`src/rtl/csrd_pkg.sv`:
```
// types and constants shared by the sprite rle decoder
package csrd_pkg;

  localparam int CoordW = 11;
  localparam int PixXW = 12;
  localparam int ByteW = 8;
  localparam int RunW = 7;
  localparam int HdrW = 4;

  localparam logic [CoordW-1:0] CNT_MAX = '1;
  localparam int HEADER_BYTES = 11;
  localparam logic [HdrW-1:0] HDR_SKIP = HdrW'(HEADER_BYTES - 2);
  localparam logic signed [ByteW-1:0] HDR_MARK = 8'sd10;
  localparam logic [CoordW-1:0] LINE_WIDTH_RST = 11'd640;

  typedef enum logic [1:0] {
    PH_AWAIT,
    PH_HELD,
    PH_BODY
  } phase_t;

  typedef enum logic [1:0] {
    REG_LINE_WIDTH,
    REG_BASE_X,
    REG_BASE_Y,
    REG_CLIP_TOP
  } cfg_reg_t;

endpackage

```
`src/rtl/cel_sprite_rle_decoder.sv`:
```
// sprite rle decoder: frame bytes in, clipped screen pixels out
//
//  channel | handshake                 | payload
//  --------+---------------------------+------------------------------------
//  in      | in_valid / in_stall       | data_byte, frame_start
//  out     | out_valid / out_stall     | pixel_x, pixel_y, pixel_value
//  cfg     | cfg_valid / cfg_ready     | cfg_index, cfg_data
//
// one byte per cycle while in_stall is low; each byte is decoded in the cycle it
// is taken and its pixel, if any, lands in the output register on the same edge
// in_stall is raised only while the output register holds a pixel that is stalled
// rst clears decode state and loads the register defaults; cfg_ready is always high
module cel_sprite_rle_decoder #(
  parameter int MAX_WIDTH = 1024
) (
  input  logic                          clk,
  input  logic                          rst,
  input  logic                          in_valid,
  output logic                          in_stall,
  input  logic signed [7:0]             data_byte,
  input  logic                          frame_start,
  output logic                          out_valid,
  input  logic                          out_stall,
  output logic [11:0]                   pixel_x,
  output logic [10:0]                   pixel_y,
  output logic [7:0]                    pixel_value,
  input  logic                          cfg_valid,
  output logic                          cfg_ready,
  input  csrd_pkg::cfg_reg_t            cfg_index,
  input  logic [10:0]                   cfg_data
);
  import csrd_pkg::*;

  localparam logic [CoordW+1:0] MaxW = (CoordW+2)'(MAX_WIDTH);

  logic [CoordW-1:0] line_width, base_x, base_y, clip_top;

  phase_t            phase, phase_next, ph;
  logic [HdrW-1:0]   header_left, header_left_next, hl;
  logic [RunW-1:0]   literal_left, literal_left_next, ll;
  logic [CoordW-1:0] column, column_next, col;
  logic [CoordW-1:0] row_up, row_up_next, row;
  logic              stopped, stopped_next, stp;

  logic              acc;
  logic              do_ctl, clip, wrap, emit;
  logic signed [ByteW-1:0] ctl_v;
  logic [ByteW-1:0]  skip;
  logic [CoordW+1:0] w;
  logic signed [CoordW+1:0] row_diff;
  logic [CoordW-1:0] col_w, row_w, pc, pr;
  logic [CoordW:0]   col_sum;

  assign cfg_ready = 1'b1;
  assign in_stall  = out_valid & out_stall;
  assign acc       = in_valid & ~in_stall;

  // state after an optional frame restart
  assign ph  = frame_start ? PH_AWAIT : phase;
  assign hl  = frame_start ? '0 : header_left;
  assign ll  = frame_start ? '0 : literal_left;
  assign col = frame_start ? '0 : column;
  assign row = frame_start ? '0 : row_up;
  assign stp = frame_start ? 1'b0 : stopped;

  always_comb begin
    phase_next = ph;
    if (!stp) begin
      case (ph)
        PH_AWAIT: phase_next = (data_byte == HDR_MARK) ? PH_HELD : PH_BODY;
        PH_HELD:  phase_next = PH_BODY;
        PH_BODY:  phase_next = PH_BODY;
        default:  phase_next = PH_AWAIT;
      endcase
    end
  end

  always_comb begin
    w = ({2'b0, line_width} > MaxW) ? MaxW : {2'b0, line_width};
    row_diff = $signed({2'b0, base_y}) - $signed({2'b0, row});
    clip = row_diff < $signed({2'b0, clip_top});
    wrap = {2'b0, col} >= w;
    col_w = wrap ? '0 : col;
    row_w = (wrap && row != CNT_MAX) ? row + 1'b1 : row;
    ctl_v = (ph == PH_HELD) ? HDR_MARK : data_byte;
    skip = ~ctl_v + 1'b1;
    col_sum = {1'b0, col_w} + {4'b0, skip};

    do_ctl = 1'b0;
    emit = 1'b0;
    header_left_next = hl;
    literal_left_next = ll;
    column_next = col;
    row_up_next = row;
    stopped_next = stp;
    pc = col;
    pr = row;

    if (!stp) begin
      case (ph)
        PH_AWAIT: begin
          if (data_byte != HDR_MARK) begin
            do_ctl = (ll == '0);
            emit = (ll != '0);
          end
        end
        PH_HELD: begin
          if (data_byte == '0) begin
            header_left_next = HDR_SKIP;
          end else begin
            do_ctl = 1'b1;
          end
        end
        PH_BODY: begin
          if (hl != '0) begin
            header_left_next = hl - 1'b1;
          end else begin
            do_ctl = (ll == '0);
            emit = (ll != '0);
          end
        end
        default: ;
      endcase
    end

    if (do_ctl) begin
      if (clip) begin
        stopped_next = 1'b1;
      end else begin
        column_next = col_w;
        row_up_next = row_w;
        if (ctl_v >= 0) begin
          literal_left_next = ctl_v[RunW-1:0];
        end else begin
          column_next = col_sum[CoordW] ? CNT_MAX : col_sum[CoordW-1:0];
        end
        // a false header run emits its first pixel from this same byte
        if (ph == PH_HELD) begin
          emit = 1'b1;
          pc = col_w;
          pr = row_w;
        end
      end
    end

    if (emit) begin
      literal_left_next = ((ph == PH_HELD) ? HDR_MARK[RunW-1:0] : ll) - 1'b1;
      column_next = (pc == CNT_MAX) ? pc : pc + 1'b1;
    end
  end

  always_ff @(posedge clk) begin
    if (rst) begin
      line_width <= LINE_WIDTH_RST;
      base_x <= '0;
      base_y <= '0;
      clip_top <= '0;
    end else if (cfg_valid && cfg_ready) begin
      case (cfg_index)
        REG_LINE_WIDTH: line_width <= cfg_data;
        REG_BASE_X:     base_x <= cfg_data;
        REG_BASE_Y:     base_y <= cfg_data;
        REG_CLIP_TOP:   clip_top <= cfg_data;
        default: ;
      endcase
    end
  end

  always_ff @(posedge clk) begin
    if (rst) begin
      phase <= PH_AWAIT;
      header_left <= '0;
      literal_left <= '0;
      column <= '0;
      row_up <= '0;
      stopped <= 1'b0;
    end else if (acc) begin
      phase <= phase_next;
      header_left <= header_left_next;
      literal_left <= literal_left_next;
      column <= column_next;
      row_up <= row_up_next;
      stopped <= stopped_next;
    end
  end

  always_ff @(posedge clk) begin
    if (rst) begin
      out_valid <= 1'b0;
    end else if (acc) begin
      out_valid <= emit;
    end else if (!out_stall) begin
      out_valid <= 1'b0;
    end
  end

  always_ff @(posedge clk) begin
    if (acc && emit) begin
      pixel_x <= {1'b0, base_x} + {1'b0, pc};
      pixel_y <= base_y - pr;
      pixel_value <= data_byte;
    end
  end

  a_stall_needs_pixel: assert property (@(posedge clk) disable iff (rst)
    in_stall |-> out_valid)
    else $error("input stalled with no pixel pending");

  a_stopped_silent: assert property (@(posedge clk) disable iff (rst)
    (acc && stopped && !frame_start) |=> !out_valid)
    else $error("pixel emitted after clip stop");

  a_header_in_body: assert property (@(posedge clk) disable iff (rst)
    (header_left != '0) |-> (phase == PH_BODY))
    else $error("header skip outside body phase");

  a_run_in_body: assert property (@(posedge clk) disable iff (rst)
    (literal_left != '0) |-> (phase == PH_BODY))
    else $error("literal run outside body phase");

endmodule

```
`config.mk`:
```
export PLATFORM = sky130hd
export DESIGN_NAME = cel_sprite_rle_decoder
export DESIGN_NICKNAME = d
export VERILOG_FILES = /design/src/rtl/csrd_pkg.sv /design/src/rtl/cel_sprite_rle_decoder.sv
export SDC_FILE = /design/constraint.sdc
export NUM_CORES = 1
export LEC_CHECK = 0
export BUFFER_PORTS_ARGS = -buffer_cell sky130_fd_sc_hd__buf_2
export CAP_MARGIN = 20
export CORE_MARGIN = 2
export CORE_UTILIZATION = 25
export DETAILED_ROUTE_END_ITERATION = 12
export GPL_ROUTABILITY_DRIVEN = 0
export SYNTH_ARGS = -nofsm -noshare
export SYNTH_HDL_FRONTEND = slang
export SYNTH_SLANG_ARGS = --single-unit
```
`constraint.sdc`:
```
create_clock -name clk -period 11.7 [get_ports clk]
set_input_delay 0.585 -clock clk [delete_from_list [all_inputs] [get_ports clk]]
set_output_delay 0.585 -clock clk [all_outputs]
set_load 0.02 [all_outputs]
```
==> reports/results.ini, run 1 <==
[floorplan]
ioPinCount=61
start_util_pct=25.3
die_area_um2=35100
rows=67
core_um2=33300
die_h_um=187
die_w_um=187

[worst_hold_path]
hp-class=register to register

[timing]
slew_viol_final=0
skew_ns=0.0142
final_hold_viol_count=0
setup_violations=0
finalCritPeriodShare_pct=61.1
finalCriticalPeriod_ns=7.15
max_slew.worst_pin.slew_ns=0.844
relSlewSlack_pct=43.8
tns_ns=0
rsz0062_at_grt=false
max_freq_mhz=140

[power]
irDropWorstVdd_mv=0.0719
power_per_cell_area_nw_per_um2=110
p_leak_uw=0.00372
power_uw=1030

[setup_path]
cp-end-kind=register
crit_path_max_fanout=48
cp.arrival_ns=7.26
cpMostUsedCell=a21oi_1
crit_path_start_kind=input pin
slowest_delay_ns=0.50
path_class=input pin to register
critPathRequiredTime_ns=11.81
crit_slowest_cell=a211o_1

[synth]
synth-compound-area-share_pct=21.7
synthTopCellsByArea=dfxtp_1 19%, edfxtp_1 11%, ha_1 10%
async_reset_ff_share_pct=0
synth_edf_count=31
synth_cell_types=88
synth_seq_area_share_pct=30.4
synth_flop_cell=dfxtp_1
synth.area.mux_share_pct=2.52
syn_area_um2=8400
synth_cells=1071
synth.avg_cell_area_um2=7.85
yosysWarningCount=0
yosysTopAreaCell=dfxtp_1
synth_seq_cells=112
synth_top_area_share_pct=19.3
synth_top_family_by_area=simple AND/OR/NAND/NOR gates
synth_simple_gate_area_share_pct=23.9
synthesis.nets=1170
synthXorXnorAreaFrac_pct=4.59
synthAdderAreaFrac_pct=11.1

[cells_and_area]
area_growth_pct=12.1
antenna_cells=0
layout-drive-gt1-share_pct=10.1
final_common_cell=nand2_1
regArea_um2=2550
final_nets=1202
nFillCells=3607
multi_input_area_um2=5370
mostFrequentLayoutCells=176 x nand2_1, 98 x nor2_1, 87 x a21oi_1

[global_route]
overflow=0
grt_pass1_vias=7358
grt_pass1_wl_mm=38.6
grt_use_total_pct=13.6
grt_max_degree=75
antenna_found_initial=0

[job]
cap_violations=0

[routing]
first_iter_violations=578
wl_mm=24.2
wl_met3_mm=1.22
top_layer=met4
wl_per_cell_um=15.5
dr_wl_met2_mm=11.3
drcViolationCount=0
ant_nets=0
wl_met1_mm=11.1
drt-vias-per-instance=5.04
vias=7849
first_pass_iters=6

[status]
status=finished, final reports clean

[clock_network]
h-tree-depth=3
clock_path_buffers=2
cts.sinks=112
cts_setup_buffers=0
cts_buffers=9
insertion_delay_ns=0.37
cts_hold_buf=0
cts-root-buf=clkbuf_16
clkTransAtPathRegs_ns=0.09
cts_tree=done
cts_resized=0

[place]
hpwl_mm=17.8
port_buffers=59

==> path summary, 6_finish.rpt <==
path | startpoint | to | slack (ns) | cells past startpoint
max | frame_start | pixel_y[10] | 4.55 | 33
max reg2reg | row_up[0] | pixel_y[10] | 4.77 | 31
min | line_width[0] | line_width[0] | 0.46 | 2
min reg2reg | line_width[0] | line_width[0] | 0.46 | 2
==> per-layer routing <==
metal / vias to the layer above / GRT usage (%)
met5: - / 0
met4: 0 / 4.61
met3: 33 / 2.16
met2: 200 / 22.6
met1: 3723 / 17.9
li1: 3893 / -
==> worst max-delay path: cells and delay by family <==
kind | cells | cell delay (ns)
compound gates | 16 | 3.07
xor+xnor | 2 | 0.31
fa+ha+maj | 5 | 1.48
buf+inv | 4 | 0.60
simple gates | 6 | 1.18
==> synthesized netlist by cell type (all sizes together), types with 4 or more instances <==
library cell / count
or3: 6
a31oi: 10
or2: 4
or4: 5
nand2: 177
o21bai: 6
a22oi: 7
dfxtp: 81
a32oi: 5
and2: 4
nand4: 10
nor2: 100
a211oi: 11
ha: 68
xor2: 9
o21a: 6
nand3: 21
a21boi: 7
o32ai: 4
nand4b: 5
edfxtp: 31
buf: 13
xnor2: 35
a221oi: 4
nor4: 13
nor3: 34
o211ai: 15
a21o: 11
nor3b: 4
mux2i: 20
fa: 4
o31ai: 7
a21oi: 87
inv: 63
nand2b: 7
o31a: 4
nor2b: 13
nand3b: 5
and3: 9
clkbuf: 37
o21ai: 65
==> final cells by class <==
type | instances | share of cell area, %
Clock inverter | 7 | 0.837
Timing Repair Buffer | 71 | 4.09
Tap cell | 448 | 5.95
Clock buffer | 9 | 2.39
Multi-Input combinational cell | 844 | 57.0
Inverter | 65 | 2.59
Sequential cell | 112 | 27.1
==> registers in the layout, indices dropped and copies added, names as in the netlist <==
register / cells
base_x: 11
base_y: 11
clip_top: 11
column: 11
header_left: 4
line_width: 11
literal_left: 7
out_valid: 1
phase: 2
pixel_value: 8
pixel_x: 12
pixel_y: 11
row_up: 11
stopped: 1
==> power by group <==
group	switching [µW]	internal [µW]	leakage (µW)
registers	14.4	423	0.000951
clock network	175	154	0.000149
logic	171	93.8	0.00262
total	361	671	0.00372
==> cells by family after synthesis <==
family | Yosys count
AO/OA/AOI/OAI | 281
XOR/XNOR | 44
adder cells (fa/ha/maj) | 72
buffers and inverters | 115
flip-flops | 112
multiplexers | 21
other | 1
AND/OR/NAND/NOR | 425
==> through the flow <==
step	util, %	instances	area [µm²]	hold WS [ns]	setup WS (ns)
after global routing	28.3	1556	9420	0.474	3.84
after detailed placement	27.4	1540	9110	0.443	4.26
after CTS	28.3	1556	9420	0.455	4.60
after global placement	27.4	1540	9110	0.440	4.43
final	28.3	1556	9420	0.456	4.55
after floorplan	-	1071	8400	0.432	4.77
No activity file was read; power rests on OpenSTA's default activity.
==> run 2, diff against run 1 <==
- ABC_AREA: not set -> 1
- clock period: 11.7 -> 5.91 ns (I/O delays scaled with it)
==> run 2 against run 1 <==
Net effect:
- flip-flop and latch count unchanged
- wire length decreased by 7.0%
- cell count increased by 8.9%
- register-to-register slack got worse by 4.3 ns
- via count decreased by 1.8%
- clock skew about the same
- sequential share of layout area increased by 0.058 points
- power increased by 140%
- worst setup slack got worse by 4.1 ns
==> reports/results.ini, run 2 <==
[routing]
drt-vias-per-instance=4.55  ; -9.8%
first_pass_iters=7  ; +1
first_iter_violations=518  ; -10%
ant_nets=0  ; unchanged
wl_mm=22.5  ; -7.0%
drcViolationCount=0  ; unchanged
vias=7709  ; -1.8%
wl_per_cell_um=13.3  ; -15%

[synth]
synth_cells=1200  ; +12%
syn_area_um2=8300  ; -1.2%
synthesis.nets=1299  ; +11%
ys_top_cells_by_count=254 x nand2_1, 166 x inv_1, 137 x nor2_1
synth_flop_cell=dfxtp_1
synth_seq_area_share_pct=30.7  ; +0.38 points
synth_cell_types=49  ; -44%
yosysTopAreaCell=dfxtp_1
yosysWarningCount=0  ; unchanged
yosys.cell_count.top_type=nand2_1
async_reset_ff_share_pct=0  ; unchanged
synth_seq_cells=112  ; unchanged
synth_edf_count=31  ; unchanged
synth.avg_cell_area_um2=6.92  ; -12%
synth_top_area_share_pct=19.5  ; +0.24 points
synthTopCellsByArea=dfxtp_1 20%, nand2_1 11%, edfxtp_1 11%

[clock_network]
h-tree-depth=3  ; unchanged
cts-root-buf=clkbuf_16
cts_buffers=9  ; unchanged
clock_path_buffers=2  ; unchanged
cts_hold_buf=0  ; unchanged
insertion_delay_ns=0.36  ; about the same
clkTransAtPathRegs_ns=0.09  ; about the same
cts.sinks=112  ; unchanged
cts_tree=done

[place]
port_buffers=59  ; unchanged
hpwl_mm=17.0  ; -4.7%
placed_cell_area_um2=9070  ; -0.51%

[setup_path]
critPathRequiredTime_ns=6.02  ; -5.79 ns
cp.arrival_ns=5.56  ; -1.70 ns
crit_path_max_fanout=3  ; -94%
cpMostUsedCell=nand2_1
crit_path_start_kind=register
crit_slowest_cell=fa_1
slowest_delay_ns=0.43  ; -0.07 ns
cp-end-kind=register
path_class=register to register

[timing]
rsz0062_at_grt=false
skew_ns=0.0145  ; +0.000292 ns
slew_viol_final=0  ; unchanged
setup_violations=0  ; unchanged
max_freq_mhz=184
finalCritPeriodShare_pct=92.1
tns_ns=0  ; unchanged
final_hold_viol_count=0  ; unchanged
finalCriticalPeriod_ns=5.45
relSlewSlack_pct=38.4  ; -5.3 points
max_slew.worst_pin.slew_ns=0.923  ; +0.0796 ns

[job]
cap_violations=0  ; unchanged

[cells_and_area]
final_nets=1346  ; +12%
antenna_cells=0  ; unchanged
fin_area_um2=9400  ; -0.21%
top_register=pixel_x
nFillCells=3543  ; -1.8%
layout-drive-gt1-share_pct=11.4  ; +1.3 points
mostFrequentLayoutCells=253 x nand2_1, 165 x inv_1, 135 x nor2_1
final_common_cell=nand2_1
area_growth_pct=13.2
largest_reg_flops=12  ; unchanged

[global_route]
overflow=0  ; unchanged
grt_pass1_vias=7328  ; -0.41%
grt_use_total_pct=13.1  ; -0.44 points
grt_pass1_wl_mm=36.3  ; -6.0%
grt_max_degree=62  ; -17%
antenna_found_initial=0  ; unchanged

[power]
irDropWorstVdd_mv=0.159  ; +120%
p_leak_uw=0.00453  ; +22%
power_per_cell_area_nw_per_um2=260  ; +140%

[floorplan]
die_area_um2=34700  ; -1.2%
rows=66  ; -1.5%
die_w_um=186  ; -0.60%
start_util_pct=25.5  ; +0.20 points
ioPinCount=61  ; unchanged
die_h_um=186  ; -0.60%
core_um2=32600  ; -2.0%

[status]
status=finished, final reports clean

[worst_hold_path]
hp-class=input pin to register

run 2: power by group:
group | switching (µW) | leakage [µW] | internal, µW | total [µW]
Combinational | 575 | 0.00343 | 299 | 875
Clock | 346 | 0.000152 | 307 | 653
Sequential | 34.4 | 0.000954 | 882 | 916
run 2: cells by family (layout without fill, tap and decap cells):
| group | Yosys count | count (layout) | share of synthesized area [%] |
|---|---|---|---|
| flops | 112 | 112 | 30.7 |
| other cells | 1 | 1 | 0.0452 |
| compound gates | 235 | 235 | 15.2 |
| buf+inv | 212 | 264 | 10.0 |
| mux | 8 | 8 | 0.965 |
| simple gates | 510 | 510 | 26.6 |
| fa+ha+maj | 72 | 72 | 11.2 |
| xor+xnor | 50 | 50 | 5.28 |
run 2: final cells by class:
cell class / instances / area [µm²] / area share [%]
clock buffers: 9 / 225 / 2.40
clock inverters: 7 / 80.1 / 0.852
flip-flops and latches: 112 / 2550 / 27.2
well taps: 442 / 553 / 5.88
repair buffers: 71 / 385 / 4.10
multi-input cells: 876 / 4930 / 52.5
inverters: 177 / 668 / 7.11
run 2: timing repair:
| item | in CTS | in global routing |
|---|---|---|
| setup endpoints to repair | 0 | 2 |
| resized for setup | 0 | 8 |
| setup buffers | 0 | 1 |
run 2: routing by layer:
| metal | part of all wire, % | GRT usage [%] | vias up |
|---|---|---|---|
| met5 | 0 | 0 | - |
| met4 | 2.5 | 4.79 | 0 |
| met3 | 4.2 | 1.93 | 42 |
| met2 | 48 | 22.6 | 166 |
| met1 | 46 | 16.7 | 3521 |
| li1 | - | - | 3980 |
run 2: final timing paths:
check	startpoint	to	slack (ns)	cells after the start
max	row_up[0]	pixel_y[10]	0.46	35
min	data_byte[6]	pixel_value[6]	0.15	1
max reg2reg	row_up[0]	pixel_y[10]	0.46	35
min reg2reg	clip_top[0]	clip_top[0]	0.46	2
run 2: worst max-delay path, delay by kind of cell, from the launching register on:
family          cells  cell delay (ns)
flops               1             0.34
xor+xnor            3             0.41
fa+ha+maj           5             1.51
simple gates       12             1.22
compound gates     12             1.55
buf+inv             3             0.18
run 2: stage by stage:
stage          instances  util (%)  hold slack, ns  setup WS (ns)  power [µW]
6_report            1694      28.8           0.151          0.464        2440
3_3_place_gp        1677      27.8           0.443          0.300        1780
5_1_grt             1694      28.8           0.144         0.0108        2620
2_1_floorplan       1200         -           0.394          0.437        1570
3_5_place_dp        1677      27.8           0.445         0.0957        1790
4_1_cts             1693      28.7           0.145          0.303        2460
==> run 3, diff against run 2 <==
- CORE_UTILIZATION: 25 -> 45
- GPL_TIMING_DRIVEN: not set -> 0
- RECOVER_POWER: not set -> 100
==> run 3 against run 2 <==
Net effect:
- highest routed layer unchanged
- count of clock-buffer cells in the layout up 1
- critical path type is now input pin to register
- hold slack better by 0.0043 ns
- worst setup slack worse by 0.11 ns
- global-route usage up 10 points
- combinational power up 2%
- utilization up 22 points
==> reports/results.ini, run 3 (synthesis results as in run 2) <==
[timing]
finalCritPeriodShare_pct=94.0  ; +1.8 points
final_hold_viol_count=0  ; unchanged
max_freq_mhz=180  ; -2.0%
max_slew.worst_pin.slew_ns=0.870  ; -0.0531 ns
finalCriticalPeriod_ns=5.55  ; +0.109 ns
skew_ns=0.0101  ; -0.00433 ns
relSlewSlack_pct=41.9  ; +3.5 points
timing.final.ws_setup_ns=0.355  ; -0.109 ns
setup_violations=0  ; unchanged
slew_viol_final=0  ; unchanged
tns_ns=0  ; unchanged
rsz0062_at_grt=true

[power]
power_uw=2420  ; -1.0%
switching_share_pct=39.0  ; -0.10 points
pwr-share-comb_pct=36.8  ; +1.0 points
p_leak_uw=0.00444  ; -2.1%
p_seq_share_pct=37.8  ; +0.3 points
power_per_cell_area_nw_per_um2=263  ; +0.99%
p_sw_uw=944  ; -1.3%
irDropWorstVdd_mv=0.159  ; about the same
pwr-share-clk_pct=25.4  ; -1.3 points
intPower_uw=1480  ; -0.86%

[cells_and_area]
layout-drive-gt1-share_pct=8.68  ; -2.7 points
antenna_cells=0  ; unchanged
final_common_cell=nand2_1
area_growth_pct=10.9
mostFrequentLayoutCells=252 x nand2_1, 166 x inv_1, 134 x nor2_1
top_register=pixel_x
final_nets=1373  ; +2.0%
largest_reg_flops=12  ; unchanged

[setup_path]
crit_path_max_fanout=10  ; +7
cp.arrival_ns=5.67  ; +0.11 ns
cpMostUsedCell=nand2_1
crit_path_start_kind=input pin
critPathRequiredTime_ns=6.03  ; about the same
cp-end-kind=register
slowest_delay_ns=0.41  ; -0.02 ns
crit_slowest_cell=fa_1
path_class=input pin to register

[floorplan]
core_um2=18000  ; -45%
ioPinCount=61  ; unchanged
rows=49  ; -26%
die_w_um=140  ; -25%
die_h_um=140  ; -25%
start_util_pct=46.1  ; +21 points
die_area_um2=19600  ; -44%

[global_route]
use_met1_pct=31.2  ; +15 points
grt_use_total_pct=23.1  ; +10 points
antenna_found_initial=0  ; unchanged
grt_pass1_vias=7223  ; -1.4%
use_met3_pct=3.27  ; +1.3 points
top_usage_layer=met2
grt_max_degree=39  ; -37%
grt_pass1_wl_mm=36.3  ; about the same
overflow=0  ; unchanged
met2_usage_pct=38.1  ; +15 points

[place]
dp_slack_ns=-0.888  ; -0.984 ns
hpwl_mm=17.5  ; +2.7%
port_buffers=59  ; unchanged

[worst_hold_path]
hp-class=input pin to register

[routing]
wl_per_cell_um=14.9  ; +13%
first_iter_violations=634  ; +22%
wl_mm=22.5  ; +0.34%
ant_nets=0  ; unchanged
drcViolationCount=0  ; unchanged
first_pass_iters=5  ; -2
drt-vias-per-instance=5.14  ; +13%
vias=7750  ; +0.53%

[job]
cap_violations=0  ; unchanged

[clock_network]
cts_tree=done
clock_path_buffers=2  ; unchanged
clkTransAtPathRegs_ns=0.08  ; about the same
cts-root-buf=clkbuf_16
cts_buffers=9  ; unchanged
h-tree-depth=3  ; unchanged
insertion_delay_ns=0.37  ; about the same
cts.sinks=112  ; unchanged
cts_hold_buf=0  ; unchanged

[status]
status=finished, final reports clean

-- run 3: layout make-up --
type,instances,area (µm²)
Tap cell,229,287
Multi-Input combinational cell,876,4980
Clock inverter,6,50.0
Sequential cell,112,2550
Fill cell,1888,8810
Buffer,35,175
Timing Repair Buffer,63,272
Clock buffer,10,229
Inverter,177,668
-- run 3: critical path: cells and delay by family --
kind            cells  cell delay (ns)
compound gates     12             1.67
fa+ha+maj           4             1.18
buf+inv             9             1.03
simple gates       11             1.03
xor+xnor            2             0.32
mux                 1             0.13
-- run 3: final timing paths --
| kind | end | depth (start not counted) | start | slack (ns) |
|---|---|---|---|---|
| max reg2reg | pixel_y[9] | 36 | row_up[3] | 0.45 |
| max | pixel_y[9] | 39 | frame_start | 0.36 |
| min reg2reg | clip_top[0] | 2 | clip_top[0] | 0.46 |
| min | pixel_value[0] | 1 | data_byte[0] | 0.15 |
-- run 3: routing by layer --
layer / up-vias / part of all wire (%)
met5: - / 0
met4: 0 / 2.3
met3: 35 / 4.5
met2: 178 / 46
met1: 3471 / 47
li1: 4066 / -
-- run 3: repair_timing --
item                       CTS  global route
setup buffers                1             3
cloned                       0             0
pin swaps                    1             6
gates resized for setup      8            18
setup endpoints to repair    4             5
-- run 3: through the flow --
step | hold slack, ns | util [%] | instances | cell area (µm²)
final | 0.155 | 51.1 | 1508 | 9210
after global routing | 0.164 | 51.1 | 1508 | 9210
after CTS | 0.117 | 51.0 | 1505 | 9190
after detailed placement | 0.445 | 49.3 | 1488 | 8880
after global placement | 0.436 | 49.3 | 1488 | 8880
after floorplan | 0.394 | - | 1200 | 8300
-- run 3: power by group through the flow --
stage | clock, µW | combinational, µW | sequential, µW
6_report | 614 | 890 | 915
5_1_grt | 655 | 1010 | 923
4_1_cts | 636 | 877 | 914
3_5_place_dp | 0 | 867 | 931
3_3_place_gp | 0 | 860 | 929
2_1_floorplan | 0 | 608 | 962
